<file path="src/rtl/core/fdre_pkg.sv">
// Shared types and constants of the frame delta run encoder.
package fdre_pkg;

   localparam int unsigned MAX_FRAME_PIXELS = 16777216;
   localparam int unsigned RUN_LIMIT        = 65535;

   localparam int unsigned THRESHOLD_W = 12;
   localparam int unsigned RUN_W       = 16;
   localparam int unsigned POS_W       = 25;
   localparam int unsigned PIXEL_W     = 32;
   localparam int unsigned CHANNEL_W   = 8;
   localparam int unsigned CHANNELS    = 4;
   localparam int unsigned CSR_DATA_W  = 16;

   localparam int unsigned CLASS_DEPTH = 4;
   localparam int unsigned CLS_PTR_W   = $clog2(CLASS_DEPTH);
   localparam int unsigned CLS_CNT_W   = $clog2(CLASS_DEPTH + 1);

   localparam int unsigned RSP_DEPTH = 4;
   localparam int unsigned RSP_PTR_W = $clog2(RSP_DEPTH);
   localparam int unsigned RSP_CNT_W = $clog2(RSP_DEPTH + 1);

   typedef enum logic [0:0] {
      CSR_THRESHOLD = 1'b0,
      CSR_MERGE     = 1'b1
   } csr_index_type;

   typedef struct packed {
      logic similar;
      logic last;
   } class_type;

   typedef struct packed {
      logic [RUN_W-1:0] skip_count;
      logic [RUN_W-1:0] copy_count;
      logic [POS_W-1:0] end_position;
      logic             frame_done;
   } packet_type;

   typedef struct packed {
      logic       wr_a;
      logic       wr_b;
      packet_type a;
      packet_type b;
   } pkt_write_type;

endpackage

</file>
<file path="src/rtl/core/fdre_front.sv">
// Front end: pixel pair compare and the class queue toward the run tracker.
module fdre_front (
   input  logic                                 clock,
   input  logic                                 reset,
   input  logic                                 req_push,
   output logic                                 req_full,
   input  logic [fdre_pkg::PIXEL_W-1:0]         req_previous_pixel,
   input  logic [fdre_pkg::PIXEL_W-1:0]         req_current_pixel,
   input  logic                                 req_last_pixel,
   input  logic [fdre_pkg::THRESHOLD_W-1:0]     threshold,
   output logic                                 cls_valid,
   output fdre_pkg::class_type                  cls_head,
   input  logic                                 cls_pop
);
   import fdre_pkg::*;

   class_type             cls_mem_ff [CLASS_DEPTH];
   logic [CLS_PTR_W-1:0]  wr_ptr_ff, wr_ptr_in;
   logic [CLS_PTR_W-1:0]  rd_ptr_ff, rd_ptr_in;
   logic [CLS_CNT_W-1:0]  count_ff, count_in;
   logic                  push;
   logic [CHANNEL_W-1:0]  diff [CHANNELS];
   logic [CHANNEL_W-1:0]  worst;
   class_type             cls_new;

   always_comb begin
      for (int i = 0; i < CHANNELS; i++) begin
         logic [CHANNEL_W-1:0] x;
         logic [CHANNEL_W-1:0] y;
         x = req_previous_pixel[i*CHANNEL_W +: CHANNEL_W];
         y = req_current_pixel[i*CHANNEL_W +: CHANNEL_W];
         diff[i] = (x > y) ? x - y : y - x;
      end
   end

   always_comb begin
      logic [CHANNEL_W-1:0] m01;
      logic [CHANNEL_W-1:0] m23;
      m01   = (diff[0] > diff[1]) ? diff[0] : diff[1];
      m23   = (diff[2] > diff[3]) ? diff[2] : diff[3];
      worst = (m01 > m23) ? m01 : m23;
   end

   always_comb begin
      cls_new.similar = (req_previous_pixel == req_current_pixel) ||
                        ({{(THRESHOLD_W-CHANNEL_W){1'b0}}, worst} < threshold);
      cls_new.last    = req_last_pixel;
   end

   assign req_full  = (count_ff == CLS_CNT_W'(CLASS_DEPTH));
   assign push      = req_push && !req_full;
   assign cls_valid = (count_ff != '0);
   assign cls_head  = cls_mem_ff[rd_ptr_ff];

   always_comb begin
      wr_ptr_in = push    ? wr_ptr_ff + CLS_PTR_W'(1) : wr_ptr_ff;
      rd_ptr_in = cls_pop ? rd_ptr_ff + CLS_PTR_W'(1) : rd_ptr_ff;
      count_in  = count_ff;
      if (push && !cls_pop) begin
         count_in = count_ff + CLS_CNT_W'(1);
      end else if (!push && cls_pop) begin
         count_in = count_ff - CLS_CNT_W'(1);
      end
   end

   always_ff @(posedge clock) begin
      if (reset) begin
         wr_ptr_ff <= '0;
         rd_ptr_ff <= '0;
         count_ff  <= '0;
      end else begin
         wr_ptr_ff <= wr_ptr_in;
         rd_ptr_ff <= rd_ptr_in;
         count_ff  <= count_in;
      end
   end

   always_ff @(posedge clock) begin
      if (push) begin
         cls_mem_ff[wr_ptr_ff] <= cls_new;
      end
   end

endmodule

</file>
<file path="src/rtl/core/fdre_back.sv">
// Back end: skip and copy run tracking and packet generation.
module fdre_back (
   input  logic                             clock,
   input  logic                             reset,
   input  logic                             cls_valid,
   input  fdre_pkg::class_type              cls_head,
   output logic                             cls_pop,
   input  logic                             rsp_room,
   input  logic [fdre_pkg::RUN_W-1:0]       merge_window,
   output fdre_pkg::pkt_write_type          pkt_write
);
   import fdre_pkg::*;

   localparam logic [POS_W-1:0] POS_MAX   = POS_W'(MAX_FRAME_PIXELS - 1);
   localparam logic [RUN_W-1:0] RUN_LIMIT_V = RUN_W'(RUN_LIMIT);

   logic [RUN_W-1:0] skip_ff, skip_in;
   logic [RUN_W-1:0] copy_ff, copy_in;
   logic             pend_ff, pend_in;
   logic [POS_W-1:0] pos_ff, pos_in;

   logic [POS_W-1:0] pos;
   logic             last;
   logic             limit;
   logic             close;
   logic [RUN_W-1:0] skip_a, copy_a, skip_b, copy_b;
   logic             pend_a, pend_b;
   logic [RUN_W:0]   merged;
   packet_type       first_pkt, last_pkt;

   assign cls_pop = cls_valid && rsp_room;

   always_comb begin
      pos    = (pos_ff >= POS_MAX) ? POS_MAX : pos_ff;
      last   = cls_head.last || (pos_ff >= POS_MAX);
      limit  = (copy_ff >= RUN_LIMIT_V) || (skip_ff >= RUN_LIMIT_V);
      skip_a = limit ? '0 : skip_ff;
      copy_a = limit ? '0 : copy_ff;
      pend_a = limit ? 1'b0 : pend_ff;
      merged = {1'b0, copy_a} + {1'b0, skip_a} + (RUN_W+1)'(1);
      close  = 1'b0;
      if (cls_head.similar) begin
         close  = pend_a;
         skip_b = (pend_a ? '0 : skip_a) + RUN_W'(1);
         copy_b = pend_a ? '0 : copy_a;
         pend_b = 1'b0;
      end else begin
         if (skip_a < merge_window) begin
            copy_b = merged[RUN_W-1:0];
            skip_b = '0;
         end else begin
            copy_b = copy_a + RUN_W'(1);
            skip_b = skip_a;
         end
         pend_b = 1'b1;
      end

      first_pkt.skip_count   = limit ? skip_ff : skip_a;
      first_pkt.copy_count   = limit ? copy_ff : copy_a;
      first_pkt.end_position = pos;
      first_pkt.frame_done   = 1'b0;

      last_pkt.skip_count    = skip_b;
      last_pkt.copy_count    = copy_b;
      last_pkt.end_position  = pos + POS_W'(1);
      last_pkt.frame_done    = 1'b1;
   end

   always_comb begin
      pkt_write.wr_a = 1'b0;
      pkt_write.wr_b = 1'b0;
      pkt_write.a    = first_pkt;
      pkt_write.b    = last_pkt;
      if (cls_pop) begin
         if (limit || close) begin
            pkt_write.wr_a = 1'b1;
            pkt_write.wr_b = last;
         end else begin
            pkt_write.wr_a = last;
            pkt_write.a    = last_pkt;
         end
      end
   end

   always_comb begin
      skip_in = skip_ff;
      copy_in = copy_ff;
      pend_in = pend_ff;
      pos_in  = pos_ff;
      if (cls_pop) begin
         if (last) begin
            skip_in = '0;
            copy_in = '0;
            pend_in = 1'b0;
            pos_in  = '0;
         end else begin
            skip_in = skip_b;
            copy_in = copy_b;
            pend_in = pend_b;
            pos_in  = pos + POS_W'(1);
         end
      end
   end

   always_ff @(posedge clock) begin
      if (reset) begin
         skip_ff <= '0;
         copy_ff <= '0;
         pend_ff <= 1'b0;
         pos_ff  <= '0;
      end else begin
         skip_ff <= skip_in;
         copy_ff <= copy_in;
         pend_ff <= pend_in;
         pos_ff  <= pos_in;
      end
   end

endmodule

</file>
<file path="src/rtl/core/fdre_rsp_queue.sv">
// Result queue: takes up to two packets per cycle, hands out one per transfer.
module fdre_rsp_queue (
   input  logic                             clock,
   input  logic                             reset,
   input  fdre_pkg::pkt_write_type          pkt_write,
   output logic                             rsp_room,
   output logic                             rsp_empty,
   input  logic                             rsp_pop,
   output fdre_pkg::packet_type             rsp_head
);
   import fdre_pkg::*;

   packet_type            mem_ff [RSP_DEPTH];
   logic [RSP_PTR_W-1:0]  wr_ptr_ff, wr_ptr_in;
   logic [RSP_PTR_W-1:0]  rd_ptr_ff, rd_ptr_in;
   logic [RSP_CNT_W-1:0]  count_ff, count_in;
   logic [RSP_PTR_W-1:0]  wr_ptr_b;
   logic [RSP_CNT_W-1:0]  n_wr;
   logic                  pop;

   assign rsp_empty = (count_ff == '0);
   assign rsp_room  = (count_ff <= RSP_CNT_W'(RSP_DEPTH - 2));
   assign rsp_head  = mem_ff[rd_ptr_ff];
   assign pop       = rsp_pop && !rsp_empty;
   assign wr_ptr_b  = wr_ptr_ff + RSP_PTR_W'(1);

   always_comb begin
      n_wr      = RSP_CNT_W'(pkt_write.wr_a) + RSP_CNT_W'(pkt_write.wr_b);
      wr_ptr_in = wr_ptr_ff + n_wr[RSP_PTR_W-1:0];
      rd_ptr_in = pop ? rd_ptr_ff + RSP_PTR_W'(1) : rd_ptr_ff;
      count_in  = count_ff + n_wr - RSP_CNT_W'(pop);
   end

   always_ff @(posedge clock) begin
      if (reset) begin
         wr_ptr_ff <= '0;
         rd_ptr_ff <= '0;
         count_ff  <= '0;
      end else begin
         wr_ptr_ff <= wr_ptr_in;
         rd_ptr_ff <= rd_ptr_in;
         count_ff  <= count_in;
      end
   end

   always_ff @(posedge clock) begin
      if (pkt_write.wr_a) begin
         mem_ff[wr_ptr_ff] <= pkt_write.a;
      end
      if (pkt_write.wr_b) begin
         mem_ff[wr_ptr_b] <= pkt_write.b;
      end
   end

endmodule

</file>
<file path="src/rtl/core/frame_delta_run_encoder.sv">
// Top level of the frame delta run encoder.
// Usage:
//   Input channel: drive req_push with a pixel pair (previous and current frame
//   word) and req_last_pixel on the final pixel of a frame; a transfer happens
//   on a clock edge with req_push high and req_full low.
//   Result channel: while rsp_empty is low the oldest packet header sits on
//   rsp_skip_count, rsp_copy_count, rsp_end_position and rsp_frame_done; it
//   is removed on an edge with rsp_pop high. rsp_frame_done closes a frame.
//   Configuration: csr_valid/csr_ready with csr_index and csr_wdata; ready is
//   always high. Write only while no pixel is in flight.
// Timing:
//   One pixel per cycle sustained while the receiver keeps up; the compare stage
//   feeds a four-entry class queue and the run tracker retires one pixel per
//   cycle from it while the result queue has room. A result passes through the
//   class queue and then the result queue before it reaches the result ports.
//   The run tracker takes a pixel only while the four-entry result queue has
//   at least two free slots.
//   When the receiver stalls, the result queue and then the class queue fill and req_full rises; nothing is dropped.
// Reset: synchronous; empties both queues, clears all runs, the pixel position
//   and both configuration registers.
module frame_delta_run_encoder (
   input  logic                                 clock,
   input  logic                                 reset,
   input  logic                                 req_push,
   output logic                                 req_full,
   input  logic [fdre_pkg::PIXEL_W-1:0]         req_previous_pixel,
   input  logic [fdre_pkg::PIXEL_W-1:0]         req_current_pixel,
   input  logic                                 req_last_pixel,
   output logic                                 rsp_empty,
   input  logic                                 rsp_pop,
   output logic [fdre_pkg::RUN_W-1:0]           rsp_skip_count,
   output logic [fdre_pkg::RUN_W-1:0]           rsp_copy_count,
   output logic [fdre_pkg::POS_W-1:0]           rsp_end_position,
   output logic                                 rsp_frame_done,
   input  logic                                 csr_valid,
   output logic                                 csr_ready,
   input  fdre_pkg::csr_index_type              csr_index,
   input  logic [fdre_pkg::CSR_DATA_W-1:0]      csr_wdata
);
   import fdre_pkg::*;

   logic [THRESHOLD_W-1:0] threshold_ff, threshold_in;
   logic [RUN_W-1:0]       merge_ff, merge_in;
   logic                   cls_valid;
   class_type              cls_head;
   logic                   cls_pop;
   logic                   rsp_room;
   pkt_write_type          pkt_write;
   packet_type             rsp_head;

   assign csr_ready = 1'b1;

   always_comb begin
      threshold_in = threshold_ff;
      merge_in     = merge_ff;
      if (csr_valid) begin
         unique case (csr_index)
            CSR_THRESHOLD: threshold_in = csr_wdata[THRESHOLD_W-1:0];
            CSR_MERGE:     merge_in     = csr_wdata[RUN_W-1:0];
            default: begin
            end
         endcase
      end
   end

   always_ff @(posedge clock) begin
      if (reset) begin
         threshold_ff <= '0;
         merge_ff     <= '0;
      end else begin
         threshold_ff <= threshold_in;
         merge_ff     <= merge_in;
      end
   end

   fdre_front u_front (
      .clock              (clock),
      .reset              (reset),
      .req_push           (req_push),
      .req_full           (req_full),
      .req_previous_pixel (req_previous_pixel),
      .req_current_pixel  (req_current_pixel),
      .req_last_pixel     (req_last_pixel),
      .threshold          (threshold_ff),
      .cls_valid          (cls_valid),
      .cls_head           (cls_head),
      .cls_pop            (cls_pop)
   );

   fdre_back u_back (
      .clock        (clock),
      .reset        (reset),
      .cls_valid    (cls_valid),
      .cls_head     (cls_head),
      .cls_pop      (cls_pop),
      .rsp_room     (rsp_room),
      .merge_window (merge_ff),
      .pkt_write    (pkt_write)
   );

   fdre_rsp_queue u_rsp_queue (
      .clock     (clock),
      .reset     (reset),
      .pkt_write (pkt_write),
      .rsp_room  (rsp_room),
      .rsp_empty (rsp_empty),
      .rsp_pop   (rsp_pop),
      .rsp_head  (rsp_head)
   );

   assign rsp_skip_count   = rsp_head.skip_count;
   assign rsp_copy_count   = rsp_head.copy_count;
   assign rsp_end_position = rsp_head.end_position;
   assign rsp_frame_done   = rsp_head.frame_done;

endmodule

</file>
<file path="config.mk">
export PLATFORM = sky130hd
export DESIGN_NAME = frame_delta_run_encoder
export DESIGN_NICKNAME = d
export VERILOG_FILES = /design/src/rtl/core/fdre_pkg.sv /design/src/rtl/core/fdre_front.sv /design/src/rtl/core/fdre_back.sv /design/src/rtl/core/fdre_rsp_queue.sv /design/src/rtl/core/frame_delta_run_encoder.sv
export SDC_FILE = /design/constraint.sdc
export NUM_CORES = 1
export LEC_CHECK = 0
export ABC_AREA = 1
export BUFFER_PORTS_ARGS = -buffer_cell sky130_fd_sc_hd__buf_2
export CAP_MARGIN = 20
export CORE_ASPECT_RATIO = 1.1
export CORE_UTILIZATION = 56
export CTS_CLUSTER_SIZE = 25
export DETAILED_ROUTE_END_ITERATION = 10
export PLACE_DENSITY_LB_ADDON = 0.3
export SLEW_MARGIN = 5
export SYNTH_ARGS = -nofsm -noshare
export SYNTH_HDL_FRONTEND = slang
export SYNTH_HIERARCHICAL = 1
export SYNTH_SLANG_ARGS = --single-unit
</file>
<file path="constraint.sdc">
create_clock -name clock -period 10.25 [get_ports clock]
set_clock_uncertainty 0.05 [all_clocks]
set_input_delay 2.5625 -clock clock [delete_from_list [all_inputs] [get_ports clock]]
set_output_delay 2.5625 -clock clock [all_outputs]
set_load 0.005 [all_outputs]
</file>
; After elaboration in Yosys (flattened, before gate mapping)
; Memory sizes are Yosys's and may differ from the RTL's. A register that Yosys moved wholly into a read port is not among the register bits.
; Index checks and enable logic that the tools add are counted.
[word_totals]
memories = 2
output_inout_bits = 61
romBits = 0
latchBits = 0
ff_bits = 100
ram_bits = 240
word_cells = 112
[mem_list]
columns = memory, depth, width, read_ports, rd_ports_with_merged_regs, wr, line
row1 = u_rsp_queue.mem_ff, 4, 58, 1, 1, 2, fdre_rsp_queue.sv:13  ; packet_type mem_ff [RSP_DEPTH];
row2 = u_front.cls_mem_ff, 4, 2, 1, 1, 1, fdre_front.sv:17  ; class_type cls_mem_ff [CLASS_DEPTH];
[classes]
muxes = 41
eq_ne = 2
n_reduce_logical = 18
add_sub_neg = 23
mul = 0
div_mod_pow = 0
shifts = 0
bitwise = 1
order_cmp = 13
[ops]
columns = op, count
row1 = 16-bit two-way mux, 12
row2 = 8-bit subtractor, 8
row3 = 60-bit two-way mux, 1
row4 = 58-bit two-way mux, 1
row5 = 8-bit greater-than comparator, 7
row6 = 8-bit two-way mux, 7
row7 = 25-bit two-way mux, 2
row8 = 16-bit by 1-bit adder with 16-bit output (second input constant), 3
row9 = 32-bit == test, 1
row10 = 16-bit greater-or-equal comparator (second input constant), 2
row11 = 25-bit by 1-bit adder with 25-bit output (second input constant), 1
row12 = 25-bit by 24-bit greater-or-equal comparator with 1-bit output (second input constant), 1
row13 = 16-bit adder, 1
row14 = 16-bit < comparator, 1
row15 = 8-bit by 12-bit < comparator with 1-bit output, 1
row16 = 1-bit two-way mux, 12
row17 = 2-bit by 1-bit adder with 2-bit output (second input constant), 4
row18 = 2-bit two-way mux, 4
row19 = 3-bit two-way mux, 2
row20 = 1-bit logical AND, 5
row21 = 1-bit zero test, 4
row22 = 1-bit logical OR, 4
row23 = 2-bit AND reduction, 2
row24 = 3-bit by 1-bit adder with 3-bit output (second input constant), 1
row25 = other kinds (11), 11

; Longest topological paths before layout
[logic_depth]
ltp_word = 12
ltp_mapped = 43

; Modules after synthesis
; The synthesis kept the hierarchy.
[modules_own_cells]
columns = module, cells_per_inst, area_each_um2, instances, seq_area_each_um2
row1 = fdre_rsp_queue, 1204, 11587.4, 1, 7146.9
row2 = fdre_back, 1244, 6764.0, 1, 1161.1
row3 = fdre_front, 734, 4805.9, 1, 420.4
row4 = frame_delta_run_encoder, 154, 1132.3, 1, 560.5

; Worst setup path before layout
; Ideal clock, no wire load.
[synth_timing]
path_kind = input to register
startpoint = in req_previous_pixel[0] (netlist bit)
endpoint = mem u_front/cls_mem_ff[0][1] (netlist bit), data pin
path_slack_ps = 2947
path_stages = 37
arrival_ps = 6988
required_time_ps = 9935
path_buffers = 3
setup_ps = 265
cell_sequence = inv_1 > ha_1 > inv_1 > fa_1 > inv_1 > o21ai_1 > a21oi_1 > nand2_1 > nand2_1 > buf_6 > nand2_2 > o211ai_1 > nand2_1 > ha_1 > nand2_1 > nor2_1 > nand2_1 > nand2_1 > nand2_1 > inv_1 > buf_2 > o21ai_0 > ha_1 > nand2_1 > inv_1 > nand2_1 > nand2_1 > nand2_1 > a21oi_1 > clkbuf_1 > o21ai_0 > ha_1 > a21oi_1 > o21ai_0 > nand2_1 > nand2_1 > nand2_1
[synth_lines]
columns = item, line
row1 = "start, declared", frame_delta_run_encoder.sv:26  ; input logic [fdre_pkg::PIXEL_W-1:0] req_previous_pixel,
row2 = "end, declared", fdre_front.sv:17

==> metrics.txt <==
Crit-path slowest cell a21oi_1; Peak Freq 125.6 MHz; Synth warnings 6; largest net degree at the start of global routing 111; number of synthesized register bits ~340; core area 0.04250 mm2; GRT overflow 0; row cnt 79; post-synth top area share 0.2967; Register-to-Register Setup Slack 5.82 ns; sequential share of the synthesized area 0.3824; Max FO, Critical Path 14; max-cap viol count 0; synth unique cells 62; critical path launch point type input port; drt drc 0; CTS Sinks roughly 340; gp weighted congestion 0.9943; WP data arrival a little over 8 ns; first-pass GRT wire length approximately 110000 um; GRT Total Usage 0.3065; wire per inst between 15 and 20 um; hold_ws around 0.41 ns; power per cell area 234.8 mW/mm2; worst r2r path cells 21; hold depth 2; crit path time final about 8.0 ns; share of cells above drive strength 1 0.09889; vias in the first global route 21.38k; synth top area cells edfxtp_1 (30%), nand2_1 (13%), dfxtp_1 (8.6%); cts bufs inserted 37; later-pin clock latency in the skew report 0.54 ns; CP Capture Type flop; Die Width 200.6 um; Max H-tree Level 2; antenna violations before repair 7; leading area contributor after synthesis edfxtp_1; CTS Root Buffer Type clkbuf_16; hold path start merge_ff[8]; die height about 220 um; status completed; post-CTS sizing 0; CTS clk-pin slew, worst paths 0.06 ns; Routed WL 68090 um; Initial DRT Pass Iterations 8; TritonCTS clock tree yes; area of the mapped netlist 0.02429 mm2; Setup violations, final 0; worst reg2reg path endpoint u_rsp_queue/mem_ff[1][37]; Max Slew Vio Count 0; IO Pins around 150; leakage 0.01128 uW; Critical Path Most Common Cell nand2_1; IR drop worst, VDD 0.1522 mV; Layout area overhead 8.402%; CTS Hold Bufs 0; Setup TNS 0 ns; RSZ-0062 raised after global routing false; final period utilization 0.7770; Nets 3605; initial core utilization 0.5715; Longest Clk Path Bufs 3; PortBufs between 100 and 150; Worst Max-Slew Pin Slew 1.171 ns; hold path endpoint merge_ff[8]; Setup Crit Path Kind in -> reg; critical path's largest stage delay 0.79 ns; Post-CTS Setup Repair Bufs 0; Vias 22.41k; die area 0.04421 mm2; hpwl dp between 40000 and 50000 um; vias per inst 5.614; Iteration-0 DRC Markers 1545; Critical Path RT approximately 10 ns; Final Hold Violating Endpoints 0; syn nets approximately 3.6k; Syn Area/Cell around 7.3 um2; Post-Syn Instances 3336; worst hold path type reg -> reg; Routed Antenna Nets 0; worst r2r src u_back/skip_ff[5]; slew margin rel. 0.2190
layer usage:
layer | up-vias | track usage | share of wire
met5 | - | 0 | 0.00019
met4 | 2 | 0.1277 | 0.037
met3 | 151 | 0.03932 | 0.062
met2 | 793 | 0.5612 | 0.50
met1 | 10390 | 0.3633 | 0.40
li1 | 11070 | - | -
cell families (layout without fill, tap and decap cells):
logic type                 Yosys count  after routing  share of synthesized area
AOI/OAI and AO/OA                  759            759                     0.1712
xor gates and xnor gates            69             69                    0.02550
adders and majority gates          128            128                    0.06903
buffers and inverters              578            660                     0.1011
DFF                                344            344                     0.3824
muxes                                3              3                   0.001236
other                                2              9                  0.0003092
and+or+nand+nor                   1453           1453                     0.2492
layout make-up:
cell class	instances	area, um2
Inverter	428	1612
Clock buffer	52	1012
Sequential cell	344	9293
Fill cell	3865	16170
Clock inverter	15	181.4
Tap cell	567	709.4
Antenna cell	7	17.52
Multi-Input combinational cell	2414	12630
Timing Repair Buffer	165	873.3
cell usage after synthesis (all sizes together):
| cell | number |
|---|---|
| fa | 10 |
| dfxtp | 104 |
| a211oi | 3 |
| a41oi | 1 |
| nand2 | 886 |
| o21a | 4 |
| o21ai | 481 |
| conb | 2 |
| nand3b | 3 |
| xnor2 | 11 |
| a21oi | 167 |
| o211ai | 5 |
| nor2 | 368 |
| mux2i | 3 |
| o31ai | 4 |
| clkinv | 1 |
| edfxtp | 240 |
| o21bai | 2 |
| a22oi | 3 |
| or4 | 1 |
| nand4 | 23 |
| nor4 | 5 |
| a31o | 1 |
| a31oi | 3 |
| inv | 427 |
| nor3 | 16 |
| nand3 | 139 |
| a21o | 4 |
| or2 | 2 |
| a21boi | 1 |
| ha | 118 |
| o221ai | 14 |
| buf | 67 |
| clkbuf | 83 |
| xor2 | 58 |
| and2 | 8 |
| o2111ai | 1 |
| nor3b | 2 |
| o22ai | 65 |
per-stage QoR:
| stage | power, uW | utilization | area (um2) | setup WS, ns | std cells |
|---|---|---|---|---|---|
| floorplan | 4002 | - | 24290 | 2.947 | 3336 |
| global placement | 4738 | 0.5910 | 25120 | 1.959 | 3918 |
| detailed placement | 4851 | 0.5910 | 25120 | 1.781 | 3918 |
| CTS | 6190 | 0.6191 | 26310 | 2.319 | 3985 |
| global route | 6652 | 0.6192 | 26320 | 1.582 | 3987 |
| finish | 6181 | 0.6195 | 26330 | 2.286 | 3992 |
registers in the layout, summed over array words and instances, names as in the netlist, named ones only:
signal                 count
u_back/copy_ff            16
u_rsp_queue/count_ff       3
u_rsp_queue/mem_ff       232
threshold_ff              12
u_back/pos_ff             25
u_rsp_queue/rd_ptr_ff      2
u_front/wr_ptr_ff          2
u_front/rd_ptr_ff          2
u_rsp_queue/wr_ptr_ff      2
u_back/skip_ff            16
u_back/pend_ff             1
u_front/cls_mem_ff         8
u_front/count_ff           3
merge_ff                  16
placed cells by master, fill, tap and decap left out, drive strengths merged, types with 7 or more instances in the layout:
cell type	netlist	routed
o22ai	65	65
diode	0	7
xor2	58	58
ha	118	118
fa	10	10
nand2	886	886
xnor2	11	11
nor3	16	16
nand4	23	23
nand3	139	139
buf	67	165
edfxtp	240	240
nor2	368	368
o21ai	481	481
dfxtp	104	104
o221ai	14	14
and2	8	8
clkbuf	83	52
inv	427	430
clkinv	1	9
a21oi	167	167
power by group:
part	switching (uW)	internal, uW
logic	1940	911
clock network	543	793
registers	90.1	1900
total	2580	3600
worst max path at each step:
stage	cells past startpoint	slack (ns)	to	startpoint
global placement	37	1.96	u_front/cls_mem_ff[0][1]	req_previous_pixel[0]
global route	37	1.58	u_front/cls_mem_ff[3][1]	req_previous_pixel[0]
detailed placement	37	1.78	u_front/cls_mem_ff[1][1]	req_previous_pixel[0]
floorplan	37	2.95	u_front/cls_mem_ff[0][1]	req_previous_pixel[0]
CTS	37	2.32	u_front/cls_mem_ff[2][1]	req_previous_pixel[0]
finish	37	2.29	u_front/cls_mem_ff[2][1]	req_previous_pixel[0]
worst max-delay path: cells and delay by family:
kind | cells | cell delay [ns]
adders and majority gates | 5 | 1.59
buffers and inverters | 8 | 0.88
and+or+nand+nor | 17 | 1.40
AOI/OAI and AO/OA | 7 | 1.70
Note: power is estimated with default switching activity, not from simulation.
